==> src/mbps_pkg.sv <==
// shared constants, register codes and structs of the masked byte pattern scanner
`timescale 1ns / 1ps
package mbps_pkg;

  localparam int PATTERN_MAX_DEF = 16;  // default window depth
  localparam int PAT_BYTES       = 16;  // pattern bytes held by the registers
  localparam int LEN_W           = 5;
  localparam int ADDR_W          = 48;
  localparam int RES_W           = 64;
  localparam int BASE_W          = 48;
  localparam int IGN_W           = 16;
  localparam int CFG_IDX_W       = 3;
  localparam int CFG_DATA_W      = 64;

  typedef enum logic [CFG_IDX_W-1:0] {
    REG_PAT_LO     = 3'd0,
    REG_PAT_HI     = 3'd1,
    REG_IGN_MASK   = 3'd2,
    REG_PAT_LEN    = 3'd3,
    REG_RES_OFFSET = 3'd4,
    REG_MOD_BASE   = 3'd5
  } reg_idx_t;

  // settings that the window compare needs
  typedef struct packed {
    logic [PAT_BYTES*8-1:0] pattern;
    logic [IGN_W-1:0]       ignore;
    logic [LEN_W-1:0]       len;    // clamped to 1..PATTERN_MAX
  } match_cfg_t;

  // the item held between the input register and the result register
  typedef struct packed {
    logic             valid;
    logic             hit;    // window matches and the region is long enough
    logic             fst;    // first beat of a scan
    logic             lst;    // last beat of a scan
    logic [RES_W-1:0] start;  // match start address, wrapped to 64 bits
  } win_stage_t;

endpackage

==> src/mbps_if.sv <==
// valid/ready channels for scanned bytes and for results
`timescale 1ns / 1ps
interface mbps_in_if;
  logic        valid;
  logic        ready;
  logic [7:0]  data_byte;
  logic [47:0] byte_address;
  logic        region_first;
  logic        scan_begin;
  logic        scan_last;

  modport source (output valid, data_byte, byte_address, region_first, scan_begin,
                  scan_last, input ready);
  modport sink (input valid, data_byte, byte_address, region_first, scan_begin,
                scan_last, output ready);
endinterface

interface mbps_out_if;
  logic               valid;
  logic               ready;
  logic               found;
  logic signed [63:0] match_address;

  modport source (output valid, found, match_address, input ready);
  modport sink (input valid, found, match_address, output ready);
endinterface

==> src/mbps_cfg.sv <==
// configuration registers with the clamped length and the offset minus base term
`timescale 1ns / 1ps
module mbps_cfg #(
  parameter int PATTERN_MAX = mbps_pkg::PATTERN_MAX_DEF
) (
  input  logic                            clk,
  input  logic                            rst_n,
  input  logic                            cfg_we,
  input  logic [mbps_pkg::CFG_IDX_W-1:0]  cfg_index,
  input  logic [mbps_pkg::CFG_DATA_W-1:0] cfg_wdata,
  output mbps_pkg::match_cfg_t            mcfg,
  output logic [mbps_pkg::RES_W-1:0]      delta
);
  import mbps_pkg::*;

  logic [63:0]        pat_lo_r;
  logic [63:0]        pat_hi_r;
  logic [IGN_W-1:0]   ign_r;
  logic [LEN_W-1:0]   len_r;
  logic [RES_W-1:0]   off_r;
  logic [BASE_W-1:0]  base_r;
  logic [RES_W-1:0]   delta_r;
  logic [RES_W-1:0]   delta_nxt;
  logic [LEN_W-1:0]   len_use_r;
  logic [LEN_W-1:0]   len_use_nxt;

  always_comb begin
    if (len_r == '0) begin
      len_use_nxt = LEN_W'(1);
    end else if (len_r > LEN_W'(PATTERN_MAX)) begin
      len_use_nxt = LEN_W'(PATTERN_MAX);
    end else begin
      len_use_nxt = len_r;
    end
    delta_nxt = off_r - {{(RES_W-BASE_W){1'b0}}, base_r};
  end

  always_ff @(posedge clk) begin
    if (!rst_n) begin
      pat_lo_r  <= '0;
      pat_hi_r  <= '0;
      ign_r     <= '0;
      len_r     <= LEN_W'(1);
      off_r     <= '0;
      base_r    <= '0;
      delta_r   <= '0;
      len_use_r <= LEN_W'(1);
    end else begin
      delta_r   <= delta_nxt;
      len_use_r <= len_use_nxt;
      if (cfg_we) begin
        case (reg_idx_t'(cfg_index))
          REG_PAT_LO:     pat_lo_r <= cfg_wdata;
          REG_PAT_HI:     pat_hi_r <= cfg_wdata;
          REG_IGN_MASK:   ign_r    <= cfg_wdata[IGN_W-1:0];
          REG_PAT_LEN:    len_r    <= cfg_wdata[LEN_W-1:0];
          REG_RES_OFFSET: off_r    <= cfg_wdata;
          REG_MOD_BASE:   base_r   <= cfg_wdata[BASE_W-1:0];
          default: ;
        endcase
      end
    end
  end

  assign mcfg.pattern = {pat_hi_r, pat_lo_r};
  assign mcfg.ignore  = ign_r;
  assign mcfg.len     = len_use_r;
  assign delta        = delta_r;

endmodule

==> src/mbps_win.sv <==
// byte window, region fill count, input register and masked window compare
`timescale 1ns / 1ps
module mbps_win #(
  parameter int PATTERN_MAX = mbps_pkg::PATTERN_MAX_DEF
) (
  input  logic                          clk,
  input  logic                          rst_n,
  input  logic                          load,
  input  logic                          adv,
  input  logic [7:0]                    data_byte,
  input  logic [mbps_pkg::ADDR_W-1:0]   byte_address,
  input  logic                          region_first,
  input  logic                          scan_begin,
  input  logic                          scan_last,
  input  mbps_pkg::match_cfg_t          mcfg,
  output mbps_pkg::win_stage_t          stage
);
  import mbps_pkg::*;

  localparam int IDX_W  = (PATTERN_MAX > 1) ? $clog2(PATTERN_MAX) : 1;
  localparam int FILL_W = $clog2(PATTERN_MAX + 1);

  logic [7:0]        win_r   [PATTERN_MAX];
  logic [7:0]        win_nxt [PATTERN_MAX];
  logic [FILL_W-1:0] fill_r;
  logic [FILL_W-1:0] fill_nxt;
  logic              valid_r;
  logic              fst_r;
  logic              lst_r;
  logic [RES_W-1:0]  start_r;
  logic [RES_W-1:0]  start_nxt;
  logic              clr;
  logic              cmp_ok;
  logic [IDX_W-1:0]  idx;

  assign clr = region_first | scan_begin;

  always_comb begin
    for (int i = PATTERN_MAX - 1; i > 0; i--) begin
      win_nxt[i] = clr ? 8'h00 : win_r[i-1];
    end
    win_nxt[0] = data_byte;
    if (clr) begin
      fill_nxt = FILL_W'(1);
    end else if (fill_r < FILL_W'(PATTERN_MAX)) begin
      fill_nxt = fill_r + FILL_W'(1);
    end else begin
      fill_nxt = fill_r;
    end
    start_nxt = {{(RES_W-ADDR_W){1'b0}}, byte_address}
              - RES_W'(mcfg.len - LEN_W'(1));
  end

  // pattern byte k is checked against the k-th oldest of the last len bytes
  always_comb begin
    cmp_ok = 1'b1;
    idx    = '0;
    for (int k = 0; k < PATTERN_MAX; k++) begin
      idx = IDX_W'(mcfg.len - LEN_W'(k + 1));
      if (LEN_W'(k) < mcfg.len && !mcfg.ignore[k]) begin
        if (win_r[idx] != mcfg.pattern[8*k +: 8]) begin
          cmp_ok = 1'b0;
        end
      end
    end
  end

  always_ff @(posedge clk) begin
    if (!rst_n) begin
      valid_r <= 1'b0;
      fill_r  <= '0;
      for (int i = 0; i < PATTERN_MAX; i++) begin
        win_r[i] <= 8'h00;
      end
    end else begin
      if (load) begin
        valid_r <= 1'b1;
        fill_r  <= fill_nxt;
        win_r   <= win_nxt;
      end else if (adv) begin
        valid_r <= 1'b0;
      end
    end
  end

  always_ff @(posedge clk) begin
    if (load) begin
      fst_r   <= scan_begin;
      lst_r   <= scan_last;
      start_r <= start_nxt;
    end
  end

  assign stage.valid = valid_r;
  assign stage.hit   = cmp_ok && (LEN_W'(fill_r) >= mcfg.len);
  assign stage.fst   = fst_r;
  assign stage.lst   = lst_r;
  assign stage.start = start_r;

endmodule

==> src/masked_byte_pattern_scanner_top.sv <==
// Masked byte pattern scanner. One byte beat is taken per cycle as long as results are taken.
// Each beat first sits in the input register, where the window of the last PATTERN_MAX bytes
// of the region is compared with the pattern under the ignore mask; a result, if any, is then
// held in the result register. The first match of a scan gives found=1 with match start +
// offset - base (mod 2^64); a scan that ends with no match gives found=0 and a zero address;
// all other beats give no result. Configuration writes go into the registers; the clamped
// length and the offset minus base term are registered once more behind them.
`timescale 1ns / 1ps
module masked_byte_pattern_scanner_top #(
  parameter int PATTERN_MAX = mbps_pkg::PATTERN_MAX_DEF
) (
  input  logic                            clk,
  input  logic                            rst_n,
  mbps_in_if.sink                         in_ch,
  mbps_out_if.source                      out_ch,
  input  logic                            cfg_we,
  input  logic [mbps_pkg::CFG_IDX_W-1:0]  cfg_index,
  input  logic [mbps_pkg::CFG_DATA_W-1:0] cfg_wdata
);
  import mbps_pkg::*;

  match_cfg_t        mcfg;
  logic [RES_W-1:0]  delta;
  win_stage_t        stage;
  logic              load;
  logic              adv;
  logic              seen_r;
  logic              seen_eff;
  logic              seen_nxt;
  logic              hit;
  logic              emit;
  logic              out_valid_r;
  logic              out_valid_nxt;
  logic              out_found_r;
  logic [RES_W-1:0]  out_addr_r;

  mbps_cfg #(.PATTERN_MAX(PATTERN_MAX)) u_cfg (
    .clk       (clk),
    .rst_n     (rst_n),
    .cfg_we    (cfg_we),
    .cfg_index (cfg_index),
    .cfg_wdata (cfg_wdata),
    .mcfg      (mcfg),
    .delta     (delta)
  );

  mbps_win #(.PATTERN_MAX(PATTERN_MAX)) u_win (
    .clk          (clk),
    .rst_n        (rst_n),
    .load         (load),
    .adv          (adv),
    .data_byte    (in_ch.data_byte),
    .byte_address (in_ch.byte_address),
    .region_first (in_ch.region_first),
    .scan_begin   (in_ch.scan_begin),
    .scan_last    (in_ch.scan_last),
    .mcfg         (mcfg),
    .stage        (stage)
  );

  assign adv         = stage.valid && (!out_valid_r || out_ch.ready);
  assign in_ch.ready = !stage.valid || adv;
  assign load        = in_ch.valid && in_ch.ready;

  // a scan start forgets any earlier match
  assign seen_eff = stage.fst ? 1'b0 : seen_r;
  assign hit      = stage.hit && !seen_eff;
  assign emit     = hit || (stage.lst && !seen_eff);
  assign seen_nxt = seen_eff | hit | stage.lst;

  always_comb begin
    if (adv) begin
      out_valid_nxt = emit;
    end else if (out_ch.ready) begin
      out_valid_nxt = 1'b0;
    end else begin
      out_valid_nxt = out_valid_r;
    end
  end

  always_ff @(posedge clk) begin
    if (!rst_n) begin
      seen_r      <= 1'b0;
      out_valid_r <= 1'b0;
    end else begin
      out_valid_r <= out_valid_nxt;
      if (adv) begin
        seen_r <= seen_nxt;
      end
    end
  end

  always_ff @(posedge clk) begin
    if (adv && emit) begin
      out_found_r <= hit;
      out_addr_r  <= hit ? (stage.start + delta) : '0;
    end
  end

  assign out_ch.valid         = out_valid_r;
  assign out_ch.found         = out_found_r;
  assign out_ch.match_address = out_addr_r;

  a_stall_cause: assert property (@(posedge clk) disable iff (!rst_n)
    !in_ch.ready |-> stage.valid && out_valid_r && !out_ch.ready)
    else $error("input stalled without a full pipeline");

  a_seen_after_emit: assert property (@(posedge clk) disable iff (!rst_n)
    adv && emit |=> seen_r)
    else $error("result given but scan not marked as done");

  a_no_second_result: assert property (@(posedge clk) disable iff (!rst_n)
    adv && !stage.fst && seen_r |-> !emit)
    else $error("second result within one scan");

  a_notfound_zero: assert property (@(posedge clk) disable iff (!rst_n)
    out_valid_r && !out_found_r |-> out_addr_r == '0)
    else $error("not-found beat carries an address");

endmodule
==> src/flat_wrapper.sv <==
// flat-port wrapper written by rule: the top's interface ports become plain ports
module masked_byte_pattern_scanner_top_flat import mbps_pkg::*;
#(
  parameter int PATTERN_MAX = mbps_pkg::PATTERN_MAX_DEF
)
  (clk, rst_n, cfg_we, cfg_index, cfg_wdata, in_ch_valid, in_ch_data_byte, in_ch_byte_address, in_ch_region_first, in_ch_scan_begin, in_ch_scan_last, in_ch_ready, out_ch_valid, out_ch_found, out_ch_match_address, out_ch_ready);
  mbps_in_if in_ch_i ();
  mbps_out_if out_ch_i ();
  input  logic clk;
  input  logic rst_n;
  input  logic cfg_we;
  input  logic [mbps_pkg::CFG_IDX_W-1:0] cfg_index;
  input  logic [mbps_pkg::CFG_DATA_W-1:0] cfg_wdata;
  input wire logic [$bits(in_ch_i.valid)-1:0] in_ch_valid;
  input wire logic [$bits(in_ch_i.data_byte)-1:0] in_ch_data_byte;
  input wire logic [$bits(in_ch_i.byte_address)-1:0] in_ch_byte_address;
  input wire logic [$bits(in_ch_i.region_first)-1:0] in_ch_region_first;
  input wire logic [$bits(in_ch_i.scan_begin)-1:0] in_ch_scan_begin;
  input wire logic [$bits(in_ch_i.scan_last)-1:0] in_ch_scan_last;
  output wire logic [$bits(in_ch_i.ready)-1:0] in_ch_ready;
  output wire logic [$bits(out_ch_i.valid)-1:0] out_ch_valid;
  output wire logic [$bits(out_ch_i.found)-1:0] out_ch_found;
  output wire logic [$bits(out_ch_i.match_address)-1:0] out_ch_match_address;
  input wire logic [$bits(out_ch_i.ready)-1:0] out_ch_ready;
  assign in_ch_i.valid = in_ch_valid;
  assign in_ch_i.data_byte = in_ch_data_byte;
  assign in_ch_i.byte_address = in_ch_byte_address;
  assign in_ch_i.region_first = in_ch_region_first;
  assign in_ch_i.scan_begin = in_ch_scan_begin;
  assign in_ch_i.scan_last = in_ch_scan_last;
  assign in_ch_ready = in_ch_i.ready;
  assign out_ch_valid = out_ch_i.valid;
  assign out_ch_found = out_ch_i.found;
  assign out_ch_match_address = out_ch_i.match_address;
  assign out_ch_i.ready = out_ch_ready;
  masked_byte_pattern_scanner_top #(.PATTERN_MAX(PATTERN_MAX)) u_core (.clk(clk), .rst_n(rst_n), .in_ch(in_ch_i), .out_ch(out_ch_i), .cfg_we(cfg_we), .cfg_index(cfg_index), .cfg_wdata(cfg_wdata));
endmodule
==> config.mk <==
export PLATFORM = sky130hd
export DESIGN_NAME = masked_byte_pattern_scanner_top_flat
export DESIGN_NICKNAME = d
export VERILOG_FILES = /design/src/mbps_pkg.sv /design/src/mbps_if.sv /design/src/mbps_cfg.sv /design/src/mbps_win.sv /design/src/masked_byte_pattern_scanner_top.sv /design/src/flat_wrapper.sv
export SDC_FILE = /design/constraint.sdc
export NUM_CORES = 2
export LEC_CHECK = 0
export BUFFER_PORTS_ARGS = -buffer_cell sky130_fd_sc_hd__buf_2
export CAP_MARGIN = 20
export CORE_MARGIN = 2
export CORE_UTILIZATION = 25
export CTS_BUF_LIST = sky130_fd_sc_hd__clkbuf_16
export DETAILED_ROUTE_END_ITERATION = 12
export PLACE_DENSITY = 0.48
export SYNTH_ARGS = -nofsm -noshare
export SYNTH_HDL_FRONTEND = slang
export SYNTH_HIERARCHICAL = 1
export SYNTH_SLANG_ARGS = --single-unit
==> constraint.sdc <==
create_clock -name clk -period 9.9 [get_ports clk]
set_input_delay 2.97 -clock clk [delete_from_list [all_inputs] [get_ports clk]]
set_output_delay 2.97 -clock clk [all_outputs]
set_load 0.05 [all_outputs]
==> run summary <==
Status -> finished clean
IO Count -> 198
Endpoint type of the worst setup path -> flop
Post-cts resize count -> 0
Largest net degree at the start of global routing -> 248
CTS Buffer Depth -> 3
Reg2Reg Setup Slack -> 2.45 ns
Num rows -> 144
CTS tree -> built
Routed len/inst -> 21.22 um
Crit path time final -> 7.449 ns
CTS H-tree depth -> 3
Die height -> 396.6 um
Pin slew with the least headroom to its limit -> 1.197 ns
Setup TNS -> 0 ns
Clock slew at reported path FFs -> 0.06 ns
Mean area per synthesized cell -> 9.220 um^2
Seq cells post-synth -> 583
Drt total wl -> 134500 um
VDD IR max -> 0.1109 mV
Clock power share -> 36.2%
Psw -> 2249 uW
Post-CTS Setup Bufs -> 0
Count of pins over their slew limit -> 0
Synth Area in Simple Gates -> 15.90%
WS Path Type -> reg2reg
Die width -> 396.6 um
Gate Count Post-Synth -> 4179
Cts bufs inserted -> 73
Leak pwr -> 0.01693 uW
Die area -> 157300 um^2
Register cell area after layout -> 12850 um^2
Post-route ant nets -> 0
Netlist Area Pre-Place -> 38530 um^2
Area leader, netlist -> dfxtp_1
Worst skew pair latency -> 0.67 ns
Post-synthesis compound-gate area fraction -> 16.61%
Seq pwr share -> 38.5%
Vias -> 31670
Power per cell area -> 158.3 nW/um^2
Max Clock Freq -> 134.2 MHz
Syn_nets -> 4488
Root Buffer -> clkbuf_16
Mux cell area share after synthesis -> 17.99%
1st-iter DRT viols -> 2635
Remaining global-route overflow -> 0
Drt drc -> 0
Main combinational cell family by area after synthesis -> multiplexers
Total GRT Usage -> 16.74%
Port Buf Inserts -> 197
Area of the multi-input gates -> 24210 um^2
Area contributors post-synth -> dfxtp_1, mux4_2, edfxtp_1, nand2_1, mux2i_1
Logic pwr share -> 25.2%
Initial Util -> 25.10%
Post-synth top area share -> 24.21%
Adder-Cell Fraction of Synth Area -> 5.839%
Max cap viols -> 0
Number of global-route vias before repair -> 30160
Synth cell count leaders -> nand2_1, dfxtp_1, nor2_1
RSZ-0062 raised after global routing -> no
Final Skew -> 0.03468 ns
Critical-path maximum fanout -> 46
Synth Warn # -> 6
Drt via density -> 4.997
Post-synth top flop -> dfxtp_1
Async SR Flop Fraction -> 0%
Post-Route Utilization -> 28.37%
Placer Congestion -> 0.9132
WP data arrival -> 7.80 ns
Fillers -> 16360
Total iterations of the first detailed-routing run -> 6
Max_slew headroom -> 19.45%
Layout area overhead -> 13.05%
Post-synthesis cell type count -> 91
Post-synth EDFFs -> 117
Antenna violations before repair -> 39
Core ar. -> 153500 um^2
HP Class -> reg2reg
Final net count -> 4539
Register area share after synthesis -> 33.33%
Switching share of power -> 32.63%
Most numerous cell in the Yosys netlist -> nand2_1
CTS Hold Bufs -> 0
CP startpoint kind -> flop
Fraction of layout cells with a size suffix above 1 -> 13.58%
Final Cycle Share -> 75.25%
Int Power -> 4644 uW
Post-synthesis xor/xnor area fraction -> 6.248%
# setup viols final -> 0
First-pass GRT wire length -> 199700 um
CTS Sinks -> 583
Final Hold Viols -> 0
DP Wirelength -> 103700 um
Worst EP required -> 10.25 ns
per-layer routing:
layer	wire, um	track usage, %
met5	274	0
met4	4408	5.581
met3	9292	3.481
met2	59160	25.86
met1	61370	23.13
area by class of cell:
| type | instances | area share [%] |
|---|---|---|
| multi-input combinational | 3224 | 55.58 |
| inverter | 118 | 1.017 |
| sequential | 583 | 29.50 |
| tap | 2044 | 5.872 |
| timing repair buffer | 230 | 2.919 |
| antenna | 8 | 0.04596 |
| clock inverter | 54 | 0.6406 |
| clock buffer | 77 | 4.424 |
flip-flops by register name, indices dropped and copies added, names as in the netlist:
signal,flops
u_core/seen_r,1
u_core/u_win/start_r,50
u_core/u_win/lst_r,1
u_core/u_cfg/base_r,48
u_core/u_win/fst_r,1
u_core/u_win/valid_r,1
u_core/out_ch.valid,1
u_core/u_cfg/pat_lo_r,64
u_core/u_win/win_r,128
u_core/u_cfg/pat_hi_r,64
u_core/out_ch.match_address,64
u_core/u_cfg/ign_r,16
u_core/out_ch.found,1
u_core/u_cfg/delta,64
u_core/u_win/fill_r,5
u_core/u_cfg/len_use_r,5
u_core/u_cfg/off_r,64
u_core/u_cfg/len_r,5
worst paths after layout:
kind / to / cells after the start / startpoint
max: u_core/out_ch.match_address[56]$_SDFFCE_PN0P_ / 14 / u_core/u_cfg/len_use_r[0]$_SDFF_PP1_
max reg2reg: u_core/out_ch.match_address[56]$_SDFFCE_PN0P_ / 14 / u_core/u_cfg/len_use_r[0]$_SDFF_PP1_
min reg2reg: u_core/u_cfg/base_r[14]$_SDFFE_PN0P_ / 2 / u_core/u_cfg/base_r[14]$_SDFFE_PN0P_
min: u_core/u_cfg/base_r[14]$_SDFFE_PN0P_ / 2 / u_core/u_cfg/base_r[14]$_SDFFE_PN0P_
cells in the final DEF (no fill, tap or decap), types with 23 or more instances in the layout:
cell	netlist	layout
and3_1	23	23
inv_1	114	137
nand4_1	65	65
nor2_1	276	274
a21o_1	65	65
nor3_1	54	52
a21oi_1	193	193
and2_1	65	64
mux2_1	30	30
buf_2	18	196
xnor2_1	153	151
o21ai_0	111	111
xor2_1	115	115
mux2i_1	247	247
nor2b_1	35	34
nor4_1	25	25
buf_4	23	30
nand3_1	43	41
edfxtp_1	117	117
o21bai_1	34	34
nand2_1	711	707
dfxtp_1	466	463
a31oi_1	29	29
ha_1	175	174
clkbuf_16	0	77
mux4_2	172	172
a22o_1	25	25
a21boi_0	264	264
nand2b_1	33	33
a221oi_1	25	25
power by group through the flow:
stage                     clock network, uW  logic [uW]  registers (uW)
after floorplan                           0        1200            2720
after global placement                    0        1740            2710
after detailed placement                  0        1730            2710
after CTS                              2590        1730            2660
after global routing                   2680        1910            2670
final                                  2500        1740            2660
metrics by stage:
| step | area, um^2 | setup WS, ns | hold WS (ns) | instances | total power, uW |
|---|---|---|---|---|---|
| 3_5_place_dp | 41330 | 2.521 | 0.4605 | 6199 | 4432 |
| 3_3_place_gp | 41320 | 2.609 | 0.4542 | 6198 | 4446 |
| 4_1_cts | 43540 | 2.507 | 0.4690 | 6330 | 6980 |
| 2_1_floorplan | 38530 | 1.335 | 0.4427 | 4179 | 3921 |
| 5_1_grt | 43540 | 2.115 | 0.4848 | 6332 | 7255 |
| 6_report | 43560 | 2.451 | 0.4660 | 6338 | 6894 |
worst max-delay path: stages (launching register included):
cell and delay (ns):
dfxtp_4 0.77, inv_2 0.45, ha_2 1.13, buf_4 0.50, mux4_2 0.40, mux4_2 0.50
xor2_1 0.16, nor4_1 0.34, a221oi_1 0.13, or4_1 0.55, nor4_1 0.30, o2111a_1 0.59
o21ai_0 0.30, nor2b_4 0.57, buf_12 0.32
logic make-up (layout without fill, tap and decap cells):
| family | after synthesis | count (layout) |
|---|---|---|
| AND/OR/NAND/NOR | 1383 | 1383 |
| buffers and inverters | 372 | 479 |
| multiplexers | 471 | 471 |
| AO/OA/AOI/OAI | 921 | 921 |
| adder cells (fa/ha/maj) | 178 | 178 |
| other | 0 | 8 |
| flip-flops | 583 | 583 |
| XOR/XNOR | 271 | 271 |
No activity file was read; power rests on OpenSTA's default activity.
